<file path="config.mk">
export PLATFORM = sky130hd
export DESIGN_NAME = integer_matrix_multiply
export DESIGN_NICKNAME = d
export VERILOG_FILES = /design/src/hw/rtl/imm_pkg.sv /design/src/hw/rtl/imm_mem.sv /design/src/hw/rtl/imm_mac.sv /design/src/hw/rtl/integer_matrix_multiply.sv
export VERILOG_INCLUDE_DIRS = /design/src /design/src/hw/rtl
export SDC_FILE = /design/constraint.sdc
export NUM_CORES = 2
export LEC_CHECK = 0
export ABC_CLOCK_PERIOD_IN_PS = 5920
export BUFFER_PORTS_ARGS = -buffer_cell sky130_fd_sc_hd__buf_2
export CORE_ASPECT_RATIO = 2
export CORE_MARGIN = 4
export CORE_UTILIZATION = 25
export CTS_CLUSTER_SIZE = 8
export DETAILED_ROUTE_END_ITERATION = 6
export GPL_TIMING_DRIVEN = 0
export PLACE_DENSITY = 0.4
export SLEW_MARGIN = 20
export SYNTH_ARGS = -nofsm -noshare
export SYNTH_HDL_FRONTEND = slang
export SYNTH_SLANG_ARGS = --single-unit
export TNS_END_PERCENT = 30
</file>
<file path="constraint.sdc">
create_clock -name clk -period 5.92 [get_ports clk]
set_clock_uncertainty 0.15 [all_clocks]
set_input_delay 1.48 -clock clk [delete_from_list [all_inputs] [get_ports clk]]
set_output_delay 1.48 -clock clk [all_outputs]
set_load 0.05 [all_outputs]
</file>
<file path="src/hw/rtl/integer_matrix_multiply_defines.svh">
// Assertion macros shared by the integer matrix multiply RTL.
`ifndef INTEGER_MATRIX_MULTIPLY_DEFINES_SVH
`define INTEGER_MATRIX_MULTIPLY_DEFINES_SVH

// Same-cycle implication, disabled during reset.
`define IMM_ASSERT_IMPLY(label, clk, rst, lhs, rhs) \
  label: assert property (@(posedge clk) disable iff (rst) (lhs) |-> (rhs)) \
    else $error("integer_matrix_multiply assertion failed");

// Next-cycle implication, disabled during reset.
`define IMM_ASSERT_NEXT(label, clk, rst, lhs, rhs) \
  label: assert property (@(posedge clk) disable iff (rst) (lhs) |=> (rhs)) \
    else $error("integer_matrix_multiply assertion failed");

`endif

</file>
<file path="src/hw/rtl/imm_pkg.sv">
// Types and constants shared by the integer matrix multiply modules.
package imm_pkg;

  localparam int ELEM_W = 16;
  localparam int ACC_W  = 32;
  localparam int IDX_W  = 3;
  localparam int DIM_W  = 4;

  localparam logic [1:0] REQ_WRITE_A = 2'd0;
  localparam logic [1:0] REQ_WRITE_B = 2'd1;
  localparam logic [1:0] REQ_READ    = 2'd2;

  localparam logic REG_DIM_IN_USE = 1'b0;

  localparam logic [DIM_W-1:0] DIM_RESET = 4'd8;

  typedef struct packed {
    logic clear;
    logic issue;
  } imm_mac_ctrl_t;

  typedef struct packed {
    logic busy;
  } imm_mac_sts_t;

endpackage

</file>
<file path="src/hw/rtl/imm_mem.sv">
// Single-port-write, single-port-read element memory with registered read data.
module imm_mem
  import imm_pkg::*;
#(
  parameter int DEPTH = 64,
  parameter int AW    = 6
) (
  input  logic              clk,
  input  logic              we,
  input  logic [AW-1:0]     waddr,
  input  logic [ELEM_W-1:0] wdata,
  input  logic [AW-1:0]     raddr,
  output logic [ELEM_W-1:0] rdata
);

  logic [ELEM_W-1:0] mem [DEPTH];

  always_ff @(posedge clk) begin
    if (we) begin
      mem[waddr] <= wdata;
    end
    rdata <= mem[raddr];
  end

endmodule

</file>
<file path="src/hw/rtl/imm_mac.sv">
// Multiply-accumulate datapath fed by the two element memories.
module imm_mac
  import imm_pkg::*;
(
  input  logic              clk,
  input  logic              rst,
  input  imm_mac_ctrl_t     ctrl,
  input  logic [ELEM_W-1:0] a_data,
  input  logic [ELEM_W-1:0] b_data,
  output imm_mac_sts_t      sts,
  output logic [ACC_W-1:0]  acc
);

  logic                    rd_vld;
  logic                    prod_vld;
  logic signed [ACC_W-1:0] prod;

  always_ff @(posedge clk) begin
    if (rst) begin
      rd_vld   <= 1'b0;
      prod_vld <= 1'b0;
    end else begin
      rd_vld   <= ctrl.issue;
      prod_vld <= rd_vld;
    end
  end

  always_ff @(posedge clk) begin
    if (rd_vld) begin
      prod <= ACC_W'($signed(a_data) * $signed(b_data));
    end
    if (ctrl.clear) begin
      acc <= '0;
    end else if (prod_vld) begin
      acc <= acc + ACC_W'(prod);
    end
  end

  assign sts.busy = rd_vld | prod_vld;

endmodule

</file>
<file path="src/hw/rtl/integer_matrix_multiply.sv">
// A read sums n inner terms, n being dim_in_use limited to MATRIX_DIM (zero for an index
// out of range); each term passes the memory read and product registers, and the sum is
// registered to the output. Writes are accepted every cycle while no read is in progress.
// One multiply-accumulate unit steps through both memories, one inner term a cycle.
// Reset is synchronous and active high: it clears control state and sets dim_in_use
// to 8. Matrix contents are not cleared and hold no value until written.
`include "integer_matrix_multiply_defines.svh"

module integer_matrix_multiply
  import imm_pkg::*;
#(
  parameter int MATRIX_DIM = 8
) (
  input  logic                     clk,
  input  logic                     rst,
  input  logic                     psel,
  input  logic                     penable,
  input  logic                     pwrite,
  input  logic [2:0]               paddr,
  input  logic [31:0]              pwdata,
  output logic [31:0]              prdata,
  output logic                     pready,
  input  logic                     in_valid,
  output logic                     in_ready,
  input  logic [1:0]               req_type,
  input  logic [IDX_W-1:0]         row,
  input  logic [IDX_W-1:0]         col,
  input  logic signed [ELEM_W-1:0] value,
  output logic                     out_valid,
  input  logic                     out_ready,
  output logic [IDX_W-1:0]         out_row,
  output logic [IDX_W-1:0]         out_col,
  output logic signed [ACC_W-1:0]  product
);

  localparam int DEPTH = MATRIX_DIM * MATRIX_DIM;
  localparam int AW    = (DEPTH > 1) ? $clog2(DEPTH) : 1;
  localparam int K_W   = $clog2(MATRIX_DIM + 1);

  localparam logic [1:0] S_IDLE = 2'd0;
  localparam logic [1:0] S_BUSY = 2'd1;
  localparam logic [1:0] S_OUT  = 2'd2;

  logic [1:0]       state;
  logic [DIM_W-1:0] dim_in_use;
  logic [K_W-1:0]   k;
  logic [K_W-1:0]   n_run;
  logic [K_W-1:0]   n_sat;
  logic [IDX_W-1:0] row_q;
  logic [IDX_W-1:0] col_q;

  logic              accept;
  logic              in_range;
  logic              wr_a;
  logic              wr_b;
  logic              start;
  logic              issue;
  logic              load;
  logic              cfg_wr;
  logic [AW-1:0]     waddr;
  logic [AW-1:0]     raddr_a;
  logic [AW-1:0]     raddr_b;
  logic [ELEM_W-1:0] a_data;
  logic [ELEM_W-1:0] b_data;
  logic [ACC_W-1:0]  acc;
  imm_mac_ctrl_t     mac_ctrl;
  imm_mac_sts_t      mac_sts;

  assign pready = 1'b1;
  assign cfg_wr = psel & penable & pwrite & pready;

  always_ff @(posedge clk) begin
    if (rst) begin
      dim_in_use <= DIM_RESET;
    end else if (cfg_wr && paddr[2] == REG_DIM_IN_USE) begin
      dim_in_use <= pwdata[DIM_W-1:0];
    end
  end

  always_comb begin
    if (paddr[2] == REG_DIM_IN_USE) begin
      prdata = {{(32 - DIM_W){1'b0}}, dim_in_use};
    end else begin
      prdata = '0;
    end
  end

  always_comb begin
    if (32'(dim_in_use) > MATRIX_DIM) begin
      n_sat = K_W'(MATRIX_DIM);
    end else begin
      n_sat = K_W'(dim_in_use);
    end
  end

  assign in_ready = (state == S_IDLE);
  assign accept   = in_valid & in_ready;
  assign in_range = (32'(row) < MATRIX_DIM) && (32'(col) < MATRIX_DIM);
  assign wr_a     = accept && (req_type == REQ_WRITE_A) && in_range;
  assign wr_b     = accept && (req_type == REQ_WRITE_B) && in_range;
  assign start    = accept && (req_type == REQ_READ);
  assign issue    = (state == S_BUSY) && (k < n_run);
  assign load     = (state == S_OUT) && (!out_valid || out_ready);

  assign waddr   = AW'(32'(row) * MATRIX_DIM + 32'(col));
  assign raddr_a = AW'(32'(row_q) * MATRIX_DIM + 32'(k));
  assign raddr_b = AW'(32'(k) * MATRIX_DIM + 32'(col_q));

  assign mac_ctrl.clear = start;
  assign mac_ctrl.issue = issue;

  always_ff @(posedge clk) begin
    if (rst) begin
      state <= S_IDLE;
      k     <= '0;
    end else begin
      case (state)
        S_IDLE: begin
          if (start) begin
            state <= S_BUSY;
            k     <= '0;
          end
        end
        S_BUSY: begin
          if (issue) begin
            k <= k + K_W'(1);
          end else if (!mac_sts.busy) begin
            state <= S_OUT;
          end
        end
        S_OUT: begin
          if (load) begin
            state <= S_IDLE;
          end
        end
        default: begin
          state <= S_IDLE;
        end
      endcase
    end
  end

  always_ff @(posedge clk) begin
    if (start) begin
      row_q <= row;
      col_q <= col;
      n_run <= in_range ? n_sat : '0;
    end
  end

  always_ff @(posedge clk) begin
    if (rst) begin
      out_valid <= 1'b0;
    end else if (load) begin
      out_valid <= 1'b1;
    end else if (out_ready) begin
      out_valid <= 1'b0;
    end
  end

  always_ff @(posedge clk) begin
    if (load) begin
      out_row <= row_q;
      out_col <= col_q;
      product <= acc;
    end
  end

  imm_mem #(
    .DEPTH (DEPTH),
    .AW    (AW)
  ) u_mem_a (
    .clk   (clk),
    .we    (wr_a),
    .waddr (waddr),
    .wdata (value),
    .raddr (raddr_a),
    .rdata (a_data)
  );

  imm_mem #(
    .DEPTH (DEPTH),
    .AW    (AW)
  ) u_mem_b (
    .clk   (clk),
    .we    (wr_b),
    .waddr (waddr),
    .wdata (value),
    .raddr (raddr_b),
    .rdata (b_data)
  );

  imm_mac u_mac (
    .clk    (clk),
    .rst    (rst),
    .ctrl   (mac_ctrl),
    .a_data (a_data),
    .b_data (b_data),
    .sts    (mac_sts),
    .acc    (acc)
  );

  `IMM_ASSERT_IMPLY(a_idle_mac_quiet, clk, rst, in_ready, !mac_sts.busy)
  `IMM_ASSERT_IMPLY(a_no_write_busy, clk, rst, state != S_IDLE, !wr_a && !wr_b)
  `IMM_ASSERT_NEXT(a_start_busy, clk, rst, start, state == S_BUSY && k == '0)
  `IMM_ASSERT_IMPLY(a_count_bound, clk, rst, state == S_BUSY, k <= n_run)
  `IMM_ASSERT_NEXT(a_load_valid, clk, rst, load, out_valid && state == S_IDLE)

endmodule

</file>
==> qor.yml <==
die_h_um: 877
worstSkewPairLatency_ns: 0.88
grt_max_degree: 89
htree_num_levels: 5
cp-end-kind: "flop"
numPortBuffers: 79
synth_edf_count: 2128
pwr-share-clk: 0.277
start_util: 0.251
drt_iter0_drc: 3231
die_w_um: 442
tns_ns: -0.732
wire_per_inst_um: 29.8
power_density_mw_per_mm2: 522
grt_pass1_wl_um: 425000
std_cell_rows: 318
whs_ns: 0.320
synth_warnings: 0
overflow: 0
total_power_mw: 59.2
start_kind: "flop"
worstSetupPathType: "flop to flop"
power.internal_mw: 39.2
rrSetupSlack_ns: -0.30
holdBufCountCts: 0
p_leak_nw: 36.7
max_freq_mhz: 161
cp.arrival_ns: 6.69
netlist.area_leader.share: 0.677
antenna_found_initial: 28
p_comb_frac: 0.410
synth_seq_cells: 2205
clk_pin_slew_ns: 0.07
viasPerCell: 4.47
synth_area_leaders: "edfxtp_1, mux4_2, fa_1"
worst_pin_slew_ns: 1.20
seq_power_share: 0.314
nFillCells: 36700
fin_crit_sh: 1.05
design.die.area_sq_mm: 0.388
status: "finished with violations"
relSlewSlack: 0.198
numCtsBuffers: 319
gr-usage-all-layers: 0.157
fin_nets: 5702
ios: 139
post-place-ws_ns: -1.83
ant_nets: 0
routed-via-count: 46200
hold_path.class: "flop to flop"
async_flop_share: 0
hold_viol: 0
cts_tree: "done"
syn_to_final_growth_pct: 20.2
syn_area_per_cell_sq_um: 20.1
worst_slack_ns: -0.301
fin_util: 0.302
dp_hpwl_um: 224000
drt_first_pass_iters: 7
fin_crit_ns: 6.22
grt_pass1_vias: 51500
routed_wirelength_um: 308000
syn_area_sq_mm: 0.0944
synth_area_leader_cell: "edfxtp_1"
synth_common_cells: "edfxtp_1, mux4_2, inv_1, fa_1, nor2_1"
core_sq_mm: 0.376
max-vdd-ir-drop_mv: 0.857
power_switching_share: 0.339
cp.required_ns: 6.39
synthFlopType: "edfxtp_1"
cap_violations: 0
maxSlewViolCount: 0
cts_sinks: 2205
synth.most_common_cell: "edfxtp_1"
root_buffer: "clkbuf_16"
remaining_drc_errors: 0
rsz0062_at_grt: "true"
cp_max_fo: 8
clockBufferDepth: 4
ys_seq_area_frac: 0.693
layout-drive-gt1-share: 0.303
setup_violations: 5
synth.distinct_cells: 64
synth_cells: 4702
power_switching_mw: 20.1
violations: "negative setup slack"
place_congestion: 0.821
==> worst paths after layout <==
kind | startpoint | endpoint | cells after the start
setup reg to reg | u_mem_b.rdata[2] | u_mac.prod[30] | 22
hold reg to reg | u_mac.acc[20] | product[20] | 0
hold / removal | u_mac.acc[20] | product[20] | 0
setup / recovery | u_mem_b.rdata[2] | u_mac.prod[30] | 22
==> power groups by stage <==
| stage | Sequential (mW) | Combinational, mW | Clock, mW |
|---|---|---|---|
| 2_1_floorplan | 18.8 | 14.9 | 0 |
| 3_3_place_gp | 18.9 | 20.1 | 0 |
| 3_5_place_dp | 18.9 | 20.2 | 0 |
| 4_1_cts | 18.6 | 23.3 | 16.9 |
| 5_1_grt | 18.6 | 27.3 | 17.5 |
| 6_report | 18.6 | 24.3 | 16.4 |
==> layout by cell type (no fill, tap or decap), types with 63 or more instances in the layout <==
master     instances
and2_1           123
mux4_2           672
clkbuf_1         117
edfxtp_1        2128
nand2_1          167
ha_1             106
buf_2            125
clkbuf_16        336
nor2_4            80
buf_4             63
inv_1            325
fa_1             255
nor2_1            75
==> state kept, by name, indices dropped and copies added, names as in the netlist, 4 cells and up <==
signal and cells:
u_mem_a.mem 1024, u_mem_b.mem 1024, product 32, u_mac.acc 32, u_mac.prod 32, u_mem_a.rdata 16
u_mem_b.rdata 16, dim_in_use 4, k 4, n_run 4
==> kinds of logic (layout without fill, tap and decap cells) <==
| logic type | Yosys count | count (layout) | synth area share |
|---|---|---|---|
| flops | 2205 | 2205 | 0.693 |
| mux | 692 | 692 | 0.162 |
| simple gates | 614 | 614 | 0.0304 |
| buf+inv | 572 | 1166 | 0.0247 |
| fa+ha+maj | 382 | 382 | 0.0716 |
| compound gates | 173 | 173 | 0.0117 |
| xor+xnor | 62 | 62 | 0.00575 |
| other cells | 2 | 71 | 0.0000796 |
==> critical path, stage by stage, from the launching register on <==
cell and delay [ns]:
dfxtp_4 0.40, clkbuf_16 0.19, nand2_8 0.08, inv_4 0.03
fa_2 0.68, fa_1 0.48, fa_1 0.57, fa_1 0.45
fa_1 0.54, inv_2 0.04, fa_1 0.51, inv_2 0.05
ha_4 0.25, nand3_4 0.10, o221ai_2 0.11, a21oi_2 0.22
o41ai_4 0.10, buf_4 0.17, and3_4 0.18, o211ai_1 0.24
o21bai_1 0.10, a21oi_1 0.18, xnor2_1 0.08
==> metrics by stage <==
step,area (sq um),cells
3_5_place_dp,104000,9854
5_1_grt,113000,10300
2_1_floorplan,94500,4729
3_3_place_gp,101000,9768
4_1_cts,113000,10300
6_report,113000,10300
==> final cells by class <==
| type | instances | area [sq um] | share of cell area |
|---|---|---|---|
| diodes | 42 | 105 | 0.000926 |
| plain buffers | 239 | 1570 | 0.0138 |
| clock buffers | 368 | 8280 | 0.0730 |
| clock inverters | 22 | 274 | 0.00242 |
| inverters | 333 | 1260 | 0.0111 |
| multi-input cells | 1952 | 27800 | 0.245 |
| flip-flops and latches | 2205 | 65500 | 0.578 |
| well taps | 4960 | 6210 | 0.0547 |
| repair buffers | 204 | 2390 | 0.0211 |
==> routing by layer <==
metal | vias up | track usage | share of wire
li1 | 19500 | - | -
met2 | 1124 | 0.327 | 0.60
met3 | 488 | 0.0212 | 0.032
met4 | 12 | 0.0802 | 0.059
met5 | - | 0 | 0.00025
met1 | 25100 | 0.143 | 0.31
==> what timing repair did <==
action	4_1_cts	5_1_grt
buffers inserted	35	5
endpoints found under the setup margin	19	13
resized for setup	199	33
pin swaps	34	36
gates cloned	0	0
Power figures use the tool's default switching activity.
